## src/design/tbfe_pkg.sv

```systemverilog
// Package with shared types and constants for the byte frame engine.
package tbfe_pkg;

  localparam int unsigned CFG_ADDR_W = 3;
  localparam int unsigned CFG_DATA_W = 32;
  localparam int unsigned DELAY_W = 16;

  localparam logic [0:0] REG_HALF_BIT_DELAY = 1'b0;
  localparam logic [DELAY_W-1:0] HALF_BIT_DELAY_RESET = 16'd10;

  localparam int unsigned DEF_START_SEARCH_BITS = 192;
  localparam int unsigned DEF_BREAK_BITS = 26;
  localparam int unsigned DEF_RESET_IDLE_BITS = 32;

  localparam logic [7:0] DATA_BITS = 8'd8;
  localparam logic [7:0] PARITY_BIT_POS = 8'd9;
  localparam logic [7:0] SEND_FRAME_BITS = 8'd12;
  localparam logic [7:0] STOP_BITS = 8'd2;

  typedef enum logic [1:0] {
    MODE_TICK = 2'd0,
    MODE_RESET = 2'd1,
    MODE_SEND = 2'd2,
    MODE_RECV = 2'd3
  } mode_t;

  typedef enum logic [1:0] {
    STATUS_OK = 2'd0,
    STATUS_NO_START = 2'd1,
    STATUS_PARITY = 2'd2
  } status_t;

  typedef enum logic [2:0] {
    STEP_IDLE = 3'd0,
    STEP_RESET = 3'd1,
    STEP_SEND = 3'd2,
    STEP_SEARCH = 3'd3,
    STEP_RECV = 3'd4,
    STEP_BREAK = 3'd5,
    STEP_STOP = 3'd6
  } step_t;

  typedef struct packed {
    logic       clock_level;
    logic       data_level;
    logic       busy_res;
    logic       done_res;
    logic [7:0] rx_byte;
    logic [1:0] rx_status;
  } res_t;

endpackage

```

## src/design/tbfe_cfg.sv

```systemverilog
// Configuration register file with its APB-style access port.
module tbfe_cfg
  import tbfe_pkg::*;
(
  input  logic                  clk,
  input  logic                  rst,
  input  logic                  psel,
  input  logic                  penable,
  input  logic                  pwrite,
  input  logic [CFG_ADDR_W-1:0] paddr,
  input  logic [CFG_DATA_W-1:0] pwdata,
  output logic [CFG_DATA_W-1:0] prdata,
  output logic                  pready,
  output logic [DELAY_W-1:0]    half_bit_delay
);

  logic wr_en;

  assign pready = 1'b1;
  assign wr_en = psel && penable && pwrite && pready;

  always_ff @(posedge clk) begin
    if (rst) begin
      half_bit_delay <= HALF_BIT_DELAY_RESET;
    end else if (wr_en && (paddr[2] == REG_HALF_BIT_DELAY)) begin
      half_bit_delay <= pwdata[DELAY_W-1:0];
    end
  end

  always_comb begin
    prdata = '0;
    unique case (paddr[2])
      REG_HALF_BIT_DELAY: prdata = {{(CFG_DATA_W-DELAY_W){1'b0}}, half_bit_delay};
      default:            prdata = '0;
    endcase
  end

endmodule

```

## src/design/tbfe_seq.sv

```systemverilog
// Prescaler and bit sequencer that advance by one system tick per item.
module tbfe_seq
  import tbfe_pkg::*;
#(
  parameter int unsigned START_SEARCH_BITS = DEF_START_SEARCH_BITS,
  parameter int unsigned BREAK_BITS = DEF_BREAK_BITS,
  parameter int unsigned RESET_IDLE_BITS = DEF_RESET_IDLE_BITS
) (
  input  logic               clk,
  input  logic               rst,
  input  logic               step_en,
  input  logic [1:0]         mode,
  input  logic [7:0]         tx_byte,
  input  logic               line_in,
  input  logic [DELAY_W-1:0] half_bit_delay,
  output res_t               res_next
);

  localparam logic [7:0] SEARCH_LIMIT = 8'(START_SEARCH_BITS);
  localparam logic [7:0] BREAK_LIMIT = 8'(BREAK_BITS);
  localparam logic [7:0] IDLE_LIMIT = 8'(RESET_IDLE_BITS);

  logic [DELAY_W-1:0] prescale_count, prescale_count_next;
  logic               clock_phase, clock_phase_next;
  step_t              step, step_next;
  logic [7:0]         bit_count, bit_count_next;
  logic [7:0]         shift_reg, shift_reg_next;
  logic               parity_acc, parity_acc_next;
  logic [7:0]         last_rx_byte, last_rx_byte_next;
  logic [1:0]         last_status, last_status_next;
  logic               sample_bit, sample_bit_next;
  logic               drive_bit, drive_bit_next;
  logic               done;

  always_comb begin
    logic [7:0] bc1;
    logic       fin;
    logic       par;
    prescale_count_next = prescale_count;
    clock_phase_next = clock_phase;
    step_next = step;
    bit_count_next = bit_count;
    shift_reg_next = shift_reg;
    parity_acc_next = parity_acc;
    last_rx_byte_next = last_rx_byte;
    last_status_next = last_status;
    sample_bit_next = sample_bit;
    drive_bit_next = drive_bit;
    done = 1'b0;
    fin = 1'b0;
    bc1 = bit_count + 8'd1;
    par = parity_acc ^ sample_bit;

    if (step == STEP_IDLE || step > STEP_STOP) begin
      step_next = STEP_IDLE;
      clock_phase_next = 1'b0;
      drive_bit_next = 1'b1;
      if (mode != MODE_TICK) begin
        prescale_count_next = '0;
        bit_count_next = '0;
        unique case (mode)
          MODE_RESET: step_next = STEP_RESET;
          MODE_SEND: begin
            step_next = STEP_SEND;
            shift_reg_next = tx_byte;
            parity_acc_next = ^tx_byte;
            drive_bit_next = 1'b0;
          end
          default: step_next = STEP_SEARCH;
        endcase
      end
    end else if (prescale_count >= half_bit_delay) begin
      prescale_count_next = '0;
      if (!clock_phase) begin
        clock_phase_next = 1'b1;
        sample_bit_next = line_in;
      end else begin
        clock_phase_next = 1'b0;
        unique case (step)
          STEP_RESET: begin
            bit_count_next = bc1;
            if (bc1 >= IDLE_LIMIT) fin = 1'b1;
            else drive_bit_next = 1'b1;
          end
          STEP_SEND: begin
            bit_count_next = bc1;
            if (bc1 >= SEND_FRAME_BITS) fin = 1'b1;
            else if (bc1 <= DATA_BITS) drive_bit_next = shift_reg[3'(bc1 - 8'd1)];
            else if (bc1 == PARITY_BIT_POS) drive_bit_next = parity_acc;
            else drive_bit_next = 1'b1;
          end
          STEP_SEARCH: begin
            if (!sample_bit) begin
              step_next = STEP_RECV;
              bit_count_next = '0;
              shift_reg_next = '0;
              parity_acc_next = 1'b0;
              drive_bit_next = 1'b1;
            end else begin
              bit_count_next = bc1;
              if (bc1 >= SEARCH_LIMIT) begin
                last_status_next = STATUS_NO_START;
                last_rx_byte_next = '0;
                step_next = STEP_BREAK;
                bit_count_next = '0;
                drive_bit_next = 1'b0;
              end else begin
                drive_bit_next = 1'b1;
              end
            end
          end
          STEP_RECV: begin
            parity_acc_next = par;
            if (bit_count < DATA_BITS) begin
              shift_reg_next = {sample_bit, shift_reg[7:1]};
              bit_count_next = bc1;
              drive_bit_next = 1'b1;
            end else if (par) begin
              last_status_next = STATUS_PARITY;
              last_rx_byte_next = '0;
              step_next = STEP_BREAK;
              bit_count_next = '0;
              drive_bit_next = 1'b0;
            end else begin
              last_rx_byte_next = shift_reg;
              last_status_next = STATUS_OK;
              step_next = STEP_STOP;
              bit_count_next = '0;
              drive_bit_next = 1'b1;
            end
          end
          STEP_BREAK: begin
            bit_count_next = bc1;
            if (bc1 > BREAK_LIMIT) fin = 1'b1;
            else drive_bit_next = (bc1 == BREAK_LIMIT);
          end
          STEP_STOP: begin
            bit_count_next = bc1;
            if (bc1 >= STOP_BITS) fin = 1'b1;
            else drive_bit_next = 1'b1;
          end
          default: fin = 1'b1;
        endcase
        if (fin) begin
          step_next = STEP_IDLE;
          bit_count_next = '0;
          drive_bit_next = 1'b1;
          done = 1'b1;
        end
      end
    end else begin
      prescale_count_next = prescale_count + DELAY_W'(1);
    end
  end

  always_comb begin
    res_next.clock_level = clock_phase_next;
    res_next.data_level = drive_bit_next;
    res_next.busy_res = (step_next != STEP_IDLE);
    res_next.done_res = done;
    res_next.rx_byte = last_rx_byte_next;
    res_next.rx_status = last_status_next;
  end

  always_ff @(posedge clk) begin
    if (rst) begin
      prescale_count <= '0;
      clock_phase <= 1'b0;
      step <= STEP_IDLE;
      bit_count <= '0;
      shift_reg <= '0;
      parity_acc <= 1'b0;
      last_rx_byte <= '0;
      last_status <= STATUS_OK;
      sample_bit <= 1'b0;
      drive_bit <= 1'b1;
    end else if (step_en) begin
      prescale_count <= prescale_count_next;
      clock_phase <= clock_phase_next;
      step <= step_next;
      bit_count <= bit_count_next;
      shift_reg <= shift_reg_next;
      parity_acc <= parity_acc_next;
      last_rx_byte <= last_rx_byte_next;
      last_status <= last_status_next;
      sample_bit <= sample_bit_next;
      drive_bit <= drive_bit_next;
    end
  end

endmodule

```

## src/design/tpi_byte_frame_engine_core.sv

```systemverilog
// Top level of the byte frame engine: tick input register, sequencer and result register.
//
// Each input transaction on the item channel (item_valid, item_stall) is one
// system tick of the link master, with an optional command in mode and the
// byte to send in tx_byte. Each tick yields exactly one result transaction
// on the res channel (res_valid, res_stall) carrying the clock and data pin
// levels, busy and done flags and the latest receive byte and status.
// A tick is held in an input register, then the sequencer updates its state
// and the result lands in an output register once that register is free to
// take it. One tick is taken every cycle while the result side keeps
// up; when res_stall is high the result register holds its transaction
// and item_stall rises as soon as the input register is also occupied.
// The link speed is set through the APB port by half_bit_delay at
// address zero. Reset empties both registers, sets half_bit_delay to 10
// and returns the sequencer to idle with the clock low and the data line
// released.
module tpi_byte_frame_engine_core
  import tbfe_pkg::*;
#(
  parameter int unsigned START_SEARCH_BITS = DEF_START_SEARCH_BITS,
  parameter int unsigned BREAK_BITS = DEF_BREAK_BITS,
  parameter int unsigned RESET_IDLE_BITS = DEF_RESET_IDLE_BITS
) (
  input  logic                  clk,
  input  logic                  rst,
  input  logic                  psel,
  input  logic                  penable,
  input  logic                  pwrite,
  input  logic [CFG_ADDR_W-1:0] paddr,
  input  logic [CFG_DATA_W-1:0] pwdata,
  output logic [CFG_DATA_W-1:0] prdata,
  output logic                  pready,
  input  logic                  item_valid,
  output logic                  item_stall,
  input  logic [1:0]            mode,
  input  logic [7:0]            tx_byte,
  input  logic                  line_in,
  output logic                  res_valid,
  input  logic                  res_stall,
  output logic                  clock_level,
  output logic                  data_level,
  output logic                  busy_res,
  output logic                  done_res,
  output logic [7:0]            rx_byte,
  output logic [1:0]            rx_status
);

  logic [DELAY_W-1:0] half_bit_delay;
  logic               in_full;
  logic [1:0]         mode_q;
  logic [7:0]         tx_byte_q;
  logic               line_in_q;
  logic               res_free;
  logic               advance;
  logic               item_take;
  res_t               res_next;
  res_t               res_q;

  tbfe_cfg u_cfg (
    .clk            (clk),
    .rst            (rst),
    .psel           (psel),
    .penable        (penable),
    .pwrite         (pwrite),
    .paddr          (paddr),
    .pwdata         (pwdata),
    .prdata         (prdata),
    .pready         (pready),
    .half_bit_delay (half_bit_delay)
  );

  assign res_free = !res_valid || !res_stall;
  assign advance = in_full && res_free;
  assign item_stall = in_full && !res_free;
  assign item_take = item_valid && !item_stall;

  always_ff @(posedge clk) begin
    if (rst) begin
      in_full <= 1'b0;
    end else if (item_take) begin
      in_full <= 1'b1;
    end else if (advance) begin
      in_full <= 1'b0;
    end
  end

  always_ff @(posedge clk) begin
    if (item_take) begin
      mode_q <= mode;
      tx_byte_q <= tx_byte;
      line_in_q <= line_in;
    end
  end

  tbfe_seq #(
    .START_SEARCH_BITS (START_SEARCH_BITS),
    .BREAK_BITS        (BREAK_BITS),
    .RESET_IDLE_BITS   (RESET_IDLE_BITS)
  ) u_seq (
    .clk            (clk),
    .rst            (rst),
    .step_en        (advance),
    .mode           (mode_q),
    .tx_byte        (tx_byte_q),
    .line_in        (line_in_q),
    .half_bit_delay (half_bit_delay),
    .res_next       (res_next)
  );

  always_ff @(posedge clk) begin
    if (rst) begin
      res_valid <= 1'b0;
    end else if (advance) begin
      res_valid <= 1'b1;
    end else if (!res_stall) begin
      res_valid <= 1'b0;
    end
  end

  always_ff @(posedge clk) begin
    if (advance) begin
      res_q <= res_next;
    end
  end

  assign clock_level = res_q.clock_level;
  assign data_level = res_q.data_level;
  assign busy_res = res_q.busy_res;
  assign done_res = res_q.done_res;
  assign rx_byte = res_q.rx_byte;
  assign rx_status = res_q.rx_status;

endmodule
```

## config.mk

```make
export PLATFORM = sky130hd
export DESIGN_NAME = tpi_byte_frame_engine_core
export DESIGN_NICKNAME = d
export VERILOG_FILES = /design/src/design/tbfe_pkg.sv /design/src/design/tbfe_cfg.sv /design/src/design/tbfe_seq.sv /design/src/design/tpi_byte_frame_engine_core.sv
export SDC_FILE = /design/constraint.sdc
export NUM_CORES = 1
export LEC_CHECK = 0
export ABC_CLOCK_PERIOD_IN_PS = 2650
export BUFFER_PORTS_ARGS = -buffer_cell sky130_fd_sc_hd__buf_4
export CORE_UTILIZATION = 50
export DETAILED_ROUTE_END_ITERATION = 6
export GPL_TIMING_DRIVEN = 0
export HOLD_SLACK_MARGIN = 0.15
export MAX_ROUTING_LAYER = met4
export PLACE_DENSITY = 0.86
export SETUP_SLACK_MARGIN = 0.5
export SLEW_MARGIN = 20
export SYNTH_ARGS = -nofsm -noshare
export SYNTH_HDL_FRONTEND = slang
export SYNTH_SLANG_ARGS = --single-unit
```

## constraint.sdc

```tcl
create_clock -name clk -period 2.65 [get_ports clk]
set_input_delay 0.1325 -clock clk [delete_from_list [all_inputs] [get_ports clk]]
set_output_delay 0.1325 -clock clk [all_outputs]
set_load 0.01 [all_outputs]
```

# Word level (Yosys, flattened, before mapping)
# Cells that the tools add are included.
[classes] n_reduce_logical=29 div=0 add_sub_neg=3 muxes=90 n_mul=0 n_lt_le_gt_ge=10 n_eq_ne=15 n_shift=0 bitwise_logic=5
[op_table] operator="$mux W8" count=22
[op_table] operator="$mux W16" count=4
[op_table] operator="$mux W1" count=38
[op_table] operator="$pmux W8 S2" count=2
[op_table] operator="$mux W3" count=8
[op_table] operator="$pmux W8 S3" count=1
[op_table] operator="$add A16 B1 Y16 const B" count=1
[op_table] operator="$ge A16 B16 Y1" count=1
[op_table] operator="$mux W2" count=8
[op_table] operator="$eq A3 B3 Y1 const B" count=3
[op_table] operator="$add A8 B1 Y8 const B" count=1
[op_table] operator="$eq A8 B4 Y1 const B" count=1
[op_table] operator="$eq A8 B5 Y1 const B" count=1
[op_table] operator="$ge A8 B2 Y1 const B" count=1
[op_table] operator="$ge A8 B4 Y1 const B" count=1
[op_table] operator="$ge A8 B6 Y1 const B" count=1
[op_table] operator="$ge A8 B8 Y1 const B" count=1
[op_table] operator="$gt A8 B5 Y1 const B" count=1
[op_table] operator="$le A8 B4 Y1 const B" count=1
[op_table] operator="$lt A8 B4 Y1 const B" count=1
[op_table] operator="$pmux W2 S2" count=2
[op_table] operator="$reduce_and A8 Y1" count=1
[op_table] operator="$reduce_bool A2 Y1" count=4
[op_table] operator="$reduce_xor A8 Y1" count=1
[op_table] operator="other kinds (31)" count=46
[totals] mem_bits_ro=0 latch_bits=0 ram_bits=0 out_inout_bits=49 mem_count=0 inputBits=53 reg_bits=92 word_cells=174

# Depth between registers and ports, before layout
# Gate-level depths: netlist of the first run.
[logic_depth] depth_word=12 mapped_depth=13 depth_no_buf=10

# By module
# Synthesis of the first run repeated with hierarchy kept, for this count alone.
[hier_totals] hier_cells=611 area_unflattened_um2=5550.3
[by_module_without_submodules] module="tbfe_seq" cells_per_inst=470 area_per_inst_um2=3736.1 seq_area_each_um2=980.9 instances=1
[by_module_without_submodules] module="tbfe_cfg" cells_per_inst=106 area_per_inst_um2=977.2 seq_area_each_um2=320.3 instances=1
[by_module_without_submodules] module="tpi_byte_frame_engine_core" cells_per_inst=35 area_per_inst_um2=837.1 seq_area_each_um2=790.8 instances=1

# Least setup slack after synthesis of the first run
# Ideal clock, no wire load.
[synth_path] path_kind="flip-flop to flip-flop" startpoint="register u_seq.prescale_count[0]" endpoint="register u_seq.last_rx_byte[2]" synth_period_minus_slack_ps=2647 arrival_time_ps=2531 path_stages_with_launch=14 path_buffers=3 slack_ps=3 required_time_ps=2533 setup_ps=117 path_cell_list="dfxtp_1 -> inv_1 -> ha_1 -> or3b_1 -> o2111ai_1 -> a31oi_1 -> o21a_2 -> and2_1 -> buf_4 -> and3_1 -> buf_4 -> and2_1 -> buf_4 -> a22o_1"
[synth_between] elab_chain_len=3
[synth_rtl] element="start, declared" line="tbfe_seq.sv:23" source="logic [DELAY_W-1:0] prescale_count, prescale_count_next;"
[synth_rtl] element="start signal, assigned" line="tbfe_seq.sv:178" source="prescale_count <= prescale_count_next;"
[synth_rtl] element="$ge A16 B16 Y1" line="tbfe_seq.sv:72" source="end else if (prescale_count >= half_bit_delay) begin"
[synth_rtl] element="$mux W8" line="tbfe_seq.sv:72"
[synth_rtl] element="$mux W8" line="tbfe_seq.sv:54" source="if (step == STEP_IDLE || step > STEP_STOP) begin"
[synth_rtl] element="end signal, assigned" line="tbfe_seq.sv:184" source="last_rx_byte <= last_rx_byte_next;"
[synth_rtl] element="end, declared" line="tbfe_seq.sv:29" source="logic [7:0] last_rx_byte, last_rx_byte_next;"
# No other way between the ends.
# A chain may end at the register's enable or synchronous reset.

# Worst setup path after layout of the first run
[layout_path] startpoint="register u_seq.step[0]" endpoint="register u_seq.last_rx_byte[3]"
[layout_between] elab_chain_len=5 word_cells_on_any_way=9 cone_classes="1 x order compare; 2 x eq/ne; 4 x mux; 2 x reduce/logical"
[layout_rtl] element="start, declared" line="tbfe_seq.sv:25" source="step_t step, step_next;"
[layout_rtl] element="start signal, assigned" line="tbfe_seq.sv:180" source="step <= step_next;"
[layout_rtl] element="$eq A3 B3 Y1 / $eq A3 B2 Y1 (equally long branches)" line="tbfe_seq.sv:79" source="unique case (step)"
[layout_rtl] element="$pmux W8 S2" line="tbfe_seq.sv:79"
[layout_rtl] element="$mux W8" line="tbfe_seq.sv:74" source="if (!clock_phase) begin"
[layout_rtl] element="$mux W8" line="tbfe_seq.sv:72"
[layout_rtl] element="$mux W8 (*)" line="tbfe_seq.sv:54"
# Every way passes the cells marked *; elsewhere a longest branch is shown, timed or not.

==> results of run 1 <==
cells by family (layout without fill, tap and decap cells):
group | Yosys count | in the layout | synth area share
other cells | 2 | 17 | 0.00148
flops | 92 | 92 | 0.411
mux | 5 | 5 | 0.0148
xor+xnor | 19 | 19 | 0.0327
compound gates | 146 | 147 | 0.205
simple gates | 223 | 224 | 0.212
buf+inv | 72 | 249 | 0.0708
fa+ha+maj | 21 | 21 | 0.0516
power by group through the flow:
stage	sequential [mW]	clock [mW]	combinational, mW
CTS	1.50	1.15	0.398
detailed placement	1.53	0	0.308
finish	1.51	1.20	0.496
global route	1.51	1.25	0.516
floorplan	1.53	0	0.197
global placement	1.53	0	0.298
cells in the mapped netlist (all sizes together), types with 4 or more instances:
library cell | number | area share
dfxtp | 67 | 0.26
nand2 | 67 | 0.051
nor2 | 65 | 0.049
a21oi | 38 | 0.037
buf | 28 | 0.038
edfxtp | 25 | 0.15
inv | 25 | 0.018
ha | 21 | 0.052
nand3 | 21 | 0.023
o21ai | 19 | 0.019
clkbuf | 18 | 0.013
nor3 | 16 | 0.019
a22o | 15 | 0.026
a22oi | 13 | 0.019
nand4 | 10 | 0.012
xor2 | 10 | 0.017
a211oi | 9 | 0.016
and3 | 9 | 0.011
xnor2 | 9 | 0.015
a31oi | 6 | 0.0074
and2 | 6 | 0.0076
nor2b | 5 | 0.0061
o21a | 5 | 0.0076
or2 | 5 | 0.0061
nand2b | 4 | 0.0049
nor4 | 4 | 0.0049
o211ai | 4 | 0.0069
worst register-to-register path, cell delays in order, from the launching register on:
cell and delay [ns]:
dfxtp_4 0.36, or2_1 0.22, clkbuf_4 0.17, nor2_2 0.40, nand2_1 0.21, nor3_1 0.61
and3_4 0.29, buf_6 0.13, and2_4 0.15, buf_6 0.12, a22o_1 0.14
final timing paths:
path | endpoint | start | cells after the start
worst min-delay path | u_cfg.half_bit_delay[0] | penable | 4
worst min register to register | u_cfg.half_bit_delay[8] | u_cfg.half_bit_delay[8] | 2
worst max-delay path | u_seq.last_rx_byte[3] | u_seq.step[0] | 10
worst max register to register | u_seq.last_rx_byte[3] | u_seq.step[0] | 10
layer usage:
layer  GRT usage  share of wire
met5           -              0
met1       0.374           0.36
met2       0.509           0.46
met4       0.194          0.076
met3      0.0461           0.10
final cells by class:
type | count | area, µm² | share of cell area
well taps | 133 | 166 | 0.0215
inverters | 26 | 104 | 0.0134
flip-flops and latches | 92 | 2130 | 0.275
clock inverters | 4 | 97.6 | 0.0126
clock buffers | 12 | 145 | 0.0187
multi-input cells | 433 | 3360 | 0.433
repair buffers | 161 | 1420 | 0.183
plain buffers | 46 | 332 | 0.0428
through the flow:
step,instance area [µm²],total power [mW]
floorplan,5290,1.73
global placement,5940,1.83
detailed placement,5940,1.84
CTS,7040,3.05
global route,7750,3.27
finish,7750,3.21
repair_timing:
item,CTS,global route
pin swaps,44,52
hold buffers,29,1
endpoints found under the hold margin,29,1
gates cloned,2,2
gates resized for setup,73,108
setup endpoints to repair,62,63
buffers inserted,35,29
==> reports/qor.csv, run 1 <==
stage,metric,value,unit
power,p_int,2.36,mW
power,swShare,0.264,
logic_synthesis,synthFlopType,dfxtp_1,
logic_synthesis,ys_seq_elements,92,
logic_synthesis,syn_avg_cell_area,8.77,µm²
critical_path,critPathLaunchType,flip-flop,
timing,setup_ws,-0.182,ns
critical_path,max_stage_delay,0.61,ns
clocking,cts.path.max_buffers,2,
timing,drv_slew,0,
critical_path,cp_max_fo,10,
critical_path,slowest_stage,nor3_1,
timing,timing.final.crit_share,1.07,
logic_synthesis,ys_warn_count,0,
die,initial_core_util,0.518,
critical_path,rrSetupSlack,-0.18,ns
finish,top_regs,"u_cfg.half_bit_delay x16, u_seq.prescale_count x16",
global_route,grt-ovfl-total,0,
logic_synthesis,synth_seq_area_share,0.411,
min_path,hp-class,in -> reg,
clocking,clk_pin_slew_worst_paths,0.10,ns
route,drc,5,
timing,whs,0.283,ns
route,drtPass1Iterations,7,
critical_path,cp_num_buf_inv,3,
placed_design,dp_slack,0.00573,ns
timing,finalHoldViolCount,0,
finish,antennaDiodeCount,0,
clocking,clkSinkCount,92,
timing,worst_slew_pin_slew,0.898,ns
job,maxCapViolations,0,
logic_synthesis,synth.distinct_cells,75,
finish,fin_cells,907,
power,seq_power_share,0.470,
die,coreArea,9820,µm²
logic_synthesis,synth-edff-count,25,
power,leakagePower,2.99,nW
logic_synthesis,syn_area,5090,µm²
global_route,grt_usage,0.316,
logic_synthesis,async_reset_ff_frac,0,
clocking,worstSkewPairLatency,0.39,ns
route,vias,5868,
route,ant_nets,0,
route,dr.first_iter.drc_count,751,
finish,syn_to_final_growth,52.4,%
run_status,status,"finished, violations left",
die,die_h,103,µm
route,routedWlPerCell,21.9,µm
timing,fin_worst_skew,0.0165,ns
route,finalWirelength,19.9,mm
placed_design,io_buffer_count,65,
power,clock_power_share,0.376,
power,power.switching,846,µW
run_status,violations,"DRC, setup timing",
critical_path,path_common_cell,buf_6,
finish,fill_cells,534,
clocking,tritoncts,built,
die,fp.dieW,103,µm
timing,fin_setup_tns,-1.30,ns
global_route,grt_first_pass_wirelength,24.7,mm
die,rows,36,
power,powerDensity,413,nW/µm²
power,vdd.ir_drop.worst,0.450,mV
finish,final_cell_mix,"buf_4 (117), nand2_1 (61), nor2_1 (54), dfxtp_1 (44), buf_6 (33)",
finish,nNetsFinal,843,
power,power_frac_comb,0.155,
timing,final-setup-viol-count,16,
global_route,grt_max_degree,22,
timing,max-slew-margin-rel,0.400,
placed_design,placed_cells,793,
timing,fmax,353,MHz
timing,rsz0062_at_grt,yes,
route,via_per_inst,6.47,
timing,period_needed,2.83,ns
critical_path,crit_arrival,3.17,ns
die,io-pin-count,102,
critical_path,critPathTopFamily,simple AND/OR/NAND/NOR gates,
finish,fin_util,0.790,
critical_path,worst-endpoint-required,2.99,ns
clocking,h-tree-depth,3,
logic_synthesis,netlist_instances,580,
global_route,first_global_vias,5160,
placed_design,dp_hpwl,9.37,mm
finish,drive_gt1_frac,0.406,
clocking,cts_root_buffer,clkbuf_8,
global_route,antenna_found_initial,0,
finish,mostFrequentLayoutCell,buf_4,
clocking,cts_buffers,9,
critical_path,cp-end-kind,flip-flop,
critical_path,path_cells,"or2_1, clkbuf_4, nor2_2, nand2_1, nor3_1, and3_4, buf_6, and2_4, buf_6, a22o_1",
placed_design,place_congestion,0.915,
critical_path,crit_type,reg -> reg,
die,die-area,10600,µm²
Power figures use the tool's default switching activity.
==> inputs of run 2 (changes only) <==
TNS_END_PERCENT = 10   (was default)
==> reports/qor.csv, run 2 (synthesis gave the netlist of run 1 again) <==
stage,metric,value,unit
finish,fin_cells,869,
critical_path,worst-endpoint-required,2.93,ns
clocking,h-tree-depth,3,
route,drtPass1Iterations,6,
finish,nNetsFinal,805,
min_path,hp-class,in -> reg,
timing,fmax,372,MHz
clocking,tritoncts,built,
global_route,grt_usage,0.280,
clocking,clk_pin_slew_worst_paths,0.10,ns
critical_path,crit_arrival,2.97,ns
placed_design,dp_hpwl,9.25,mm
power,power_frac_comb,0.147,
clocking,clkSinkCount,92,
timing,setup_ws,-0.0400,ns
timing,drv_slew,0,
global_route,use_met3,0.0488,
timing,period_needed,2.69,ns
finish,mostFrequentLayoutCell,buf_4,
global_route,first_global_vias,4518,
critical_path,cp-end-kind,flip-flop,
placed_design,placed_cells,793,
power,seq_power_share,0.522,
finish,syn_to_final_growth,36.5,%
die,io-pin-count,102,
finish,antennaDiodeCount,0,
finish,fin_util,0.707,
timing,timing.final.crit_share,1.02,
critical_path,crit_type,reg -> reg,
global_route,grt_max_degree,22,
power,total_power,2.87,mW
power,p_int,2.05,mW
clocking,worstSkewPairLatency,0.39,ns
placed_design,io_buffer_count,65,
clocking,cts.path.max_buffers,2,
timing,finalHoldViolCount,0,
power,clock_power_share,0.331,
route,dr.first_iter.drc_count,725,
clocking,cts_buffers,9,
placed_design,place_area,5870,µm²
die,die-area,10600,µm²
die,initial_core_util,0.518,
global_route,grt-ovfl-total,0,
global_route,grt.met2_usage,0.445,
finish,fill_cells,687,
route,finalWirelength,16.9,mm
route,routedWlPerCell,19.4,µm
placed_design,place_congestion,0.918,
route,drc,0,
run_status,status,"finished, violations left",
timing,rsz0062_at_grt,yes,
clocking,cts_root_buffer,clkbuf_8,
global_route,grt_first_pass_wirelength,22.0,mm
run_status,violations,setup timing,
die,die_h,103,µm
route,via_per_inst,6.15,
critical_path,critPathLaunchType,flip-flop,
power,vdd.ir_drop.worst,0.477,mV
critical_path,cp_max_fo,8,
power,powerDensity,414,nW/µm²
power,swShare,0.288,
finish,final_cell_mix,"buf_4 (108), nand2_1 (65), nor2_1 (61), dfxtp_1 (52), a21oi_1 (37)",
timing,final-setup-viol-count,10,
route,vias,5341,
timing,fin_worst_skew,0.0178,ns
global_route,antenna_found_initial,0,
route,ant_nets,0,
timing,worst_slew_pin_slew,1.10,ns
global_route,top_usage_layer,met2,
finish,top_regs,"u_cfg.half_bit_delay x16, u_seq.prescale_count x16",
job,maxCapViolations,0,
die,rows,36,
die,coreArea,9820,µm²
global_route,use_met1,0.348,
die,fp.dieW,103,µm
finish,drive_gt1_frac,0.300,
finish,final_area,6940,µm²
power,power.switching,827,µW
power,leakagePower,2.66,nW
timing,max-slew-margin-rel,0.265,
run 2: path summary, 6_finish.rpt:
path	start	to	slack, ns	cells after the start
setup reg to reg	u_seq.prescale_count[7]	u_seq.last_rx_byte[3]	-0.04	11
hold reg to reg	u_cfg.half_bit_delay[12]	u_cfg.half_bit_delay[12]	0.47	2
hold / removal	res_stall	in_full	0.19	4
setup / recovery	u_seq.prescale_count[7]	u_seq.last_rx_byte[3]	-0.04	11
run 2: power groups by stage:
stage	Clock (mW)	Sequential, mW	Combinational (mW)
CTS	0.925	1.50	0.344
global route	0.986	1.50	0.446
global placement	0	1.53	0.296
floorplan	0	1.53	0.195
detailed placement	0	1.53	0.304
finish	0.949	1.50	0.423
run 2: timing repair:
item                                    in CTS  in global routing
endpoints found under the setup margin      62                 72
resized for setup                           13                 70
buffers inserted                             9                 18
gates cloned                                 0                  3
pin swaps                                    7                 25
endpoints found under the hold margin       32                  0
hold buffers                                30                  0
run 2: critical path, cell delays in order, from the launching register on:
cell	delay, ns
dfxtp_1	0.54
ha_4	0.28
a221oi_4	0.35
nand3_2	0.17
o21a_4	0.26
and2_4	0.16
buf_6	0.11
and3_4	0.14
buf_6	0.13
and2_4	0.13
buf_6	0.12
a22o_1	0.18
run 2: per-layer routing:
| layer | up-vias | part of all wire |
|---|---|---|
| met4 | 0 | 0.057 |
| met1 | 2493 | 0.38 |
| met2 | 371 | 0.48 |
| met5 | - | 0 |
| li1 | 2353 | - |
| met3 | 124 | 0.092 |
run 2: layout make-up:
cell class,instances,area (µm²),area share
Multi-Input combinational cell,432,3020,0.435
Sequential cell,92,2120,0.305
Timing Repair Buffer,123,1030,0.148
Buffer,46,312,0.0449
Tap cell,133,166,0.0240
Clock buffer,10,138,0.0198
Inverter,26,104,0.0150
Clock inverter,6,48.8,0.00703
Timing Repair inverter,1,5.00,0.000721
run 2: per-stage QoR:
stage,setup WS (ns),hold WS [ns],TNS [ns]
2_1_floorplan,0.236,0.231,0
3_3_place_gp,-0.171,0.310,-0.840
3_5_place_dp,-0.245,0.312,-2.10
4_1_cts,0.0533,0.200,0
5_1_grt,-0.0887,0.238,-0.952
6_report,-0.0400,0.195,-0.267
==> inputs of run 3 (changes only) <==
ABC_CLOCK_PERIOD_IN_PS = default   (was 2650)
CORE_UTILIZATION = 35   (was 50)
PLACE_DENSITY = 0.67   (was 0.86)
==> reports/qor.csv, run 3 (synthesis gave the netlist of run 1 again) <==
stage,metric,value,unit
timing,final-setup-viol-count,0,
placed_design,place_congestion,0.896,
timing,fin_setup_tns,0,ns
clocking,cts.path.max_buffers,2,
critical_path,crit_type,reg -> reg,
placed_design,place_area,5930,µm²
clocking,clk_pin_slew_worst_paths,0.07,ns
finish,multiInputGateArea,2990,µm²
critical_path,worst-endpoint-required,2.90,ns
finish,fin_cells,915,
route,ant_nets,0,
power,leakagePower,2.69,nW
timing,whs,0.190,ns
finish,mostFrequentLayoutCell,buf_4,
finish,fin_util,0.499,
finish,final_area,7010,µm²
power,total_power,3.11,mW
timing,drv_slew,0,
die,fp.dieW,123,µm
critical_path,crit_arrival,2.78,ns
route,via_per_inst,5.30,
route,routedWlPerCell,15.6,µm
critical_path,cp_max_fo,8,
clocking,h-tree-depth,3,
finish,final_cell_mix,"buf_4 (112), nand2_1 (65), nor2_1 (61), dfxtp_1 (52), a21oi_1 (37)",
route,finalWirelength,14.3,mm
global_route,antenna_found_initial,0,
timing,period_needed,2.53,ns
finish,antennaDiodeCount,0,
finish,regArea,2120,µm²
timing,fmax,396,MHz
global_route,grt_first_pass_wirelength,21.7,mm
placed_design,placed_cells,840,
timing,finalHoldViolCount,0,
timing,rsz0062_at_grt,yes,
clocking,cts_root_buffer,clkbuf_16,
critical_path,cp-end-kind,flip-flop,
timing,setup_ws,0.122,ns
route,dr.first_iter.drc_count,267,
finish,top_regs,"u_cfg.half_bit_delay x16, u_seq.prescale_count x16",
die,rows,43,
finish,nNetsFinal,804,
timing,max-slew-margin-rel,0.477,
route,drc,0,
die,coreArea,14000,µm²
clocking,tritoncts,built,
placed_design,dp_slack,-0.220,ns
power,powerDensity,444,nW/µm²
global_route,grt_max_degree,22,
power,vdd.ir_drop.worst,0.531,mV
placed_design,io_buffer_count,65,
critical_path,critPathLaunchType,flip-flop,
global_route,grt_usage,0.194,
global_route,grt-ovfl-total,0,
global_route,first_global_vias,4502,
finish,syn_to_final_growth,37.8,%
route,drtPass1Iterations,5,
die,die_h,123,µm
timing,fin_worst_skew,0.0132,ns
clocking,clkSinkCount,92,
min_path,hp-class,in -> reg,
die,io-pin-count,102,
job,maxCapViolations,0,
run_status,status,"complete, no violations",
clocking,cts_buffers,9,
finish,fill_cells,1252,
finish,drive_gt1_frac,0.293,
die,die-area,15000,µm²
clocking,worstSkewPairLatency,0.36,ns
placed_design,dp_hpwl,9.68,mm
timing,timing.final.crit_share,0.954,
timing,worst_slew_pin_slew,0.780,ns
route,vias,4851,
die,initial_core_util,0.362,
## run 3: cell type report
type,count,share of cell area
Sequential cell,92,0.302
Timing Repair Buffer,123,0.144
Clock inverter,6,0.00660
Tap cell,180,0.0321
Inverter,26,0.0143
Buffer,46,0.0421
Clock buffer,10,0.0327
Multi-Input combinational cell,432,0.426
## run 3: worst max-delay path, stage by stage (launching register included)
cell and delay (ns):
dfxtp_2 0.33, inv_2 0.05, ha_4 0.20, or3b_1 0.38, o2111ai_2 0.11, a31oi_4 0.14, o21a_4 0.23, and2_4 0.16
buf_6 0.11, and3_4 0.14, buf_6 0.13, and2_4 0.13, buf_6 0.12, a22o_1 0.18
## run 3: what timing repair did
action	4_1_cts	5_1_grt
setup endpoints to repair	62	62
setup buffers	12	17
endpoints found under the hold margin	29	0
gates resized for setup	27	37
cloned	0	1
pin swaps	10	19
hold buffers	29	0
## run 3: worst paths after layout
check / startpoint / to / slack, ns / depth (start not counted)
worst max register to register: u_seq.prescale_count[0] / u_seq.last_rx_byte[1] / 0.12 / 13
worst min register to register: u_cfg.half_bit_delay[4] / u_cfg.half_bit_delay[4] / 0.46 / 2
worst max-delay path: u_seq.prescale_count[0] / u_seq.last_rx_byte[1] / 0.12 / 13
worst min-delay path: rst / u_seq.prescale_count[1] / 0.19 / 3
## run 3: report_power, final
group	internal [mW]	switching (mW)	leakage [nW]	total [mW]
Clock	0.645	0.590	0.135	1.23
Sequential	1.47	0.0254	0.790	1.50
Combinational	0.180	0.200	1.76	0.379
## run 3: metal layers
metal  vias up  global-route usage  part of all wire
met4         0               0.106             0.029
met3        31              0.0353             0.053
met5         -                   -                 0
met1      2279               0.234              0.43
li1       2372                   -                 -
met2       169               0.304              0.49
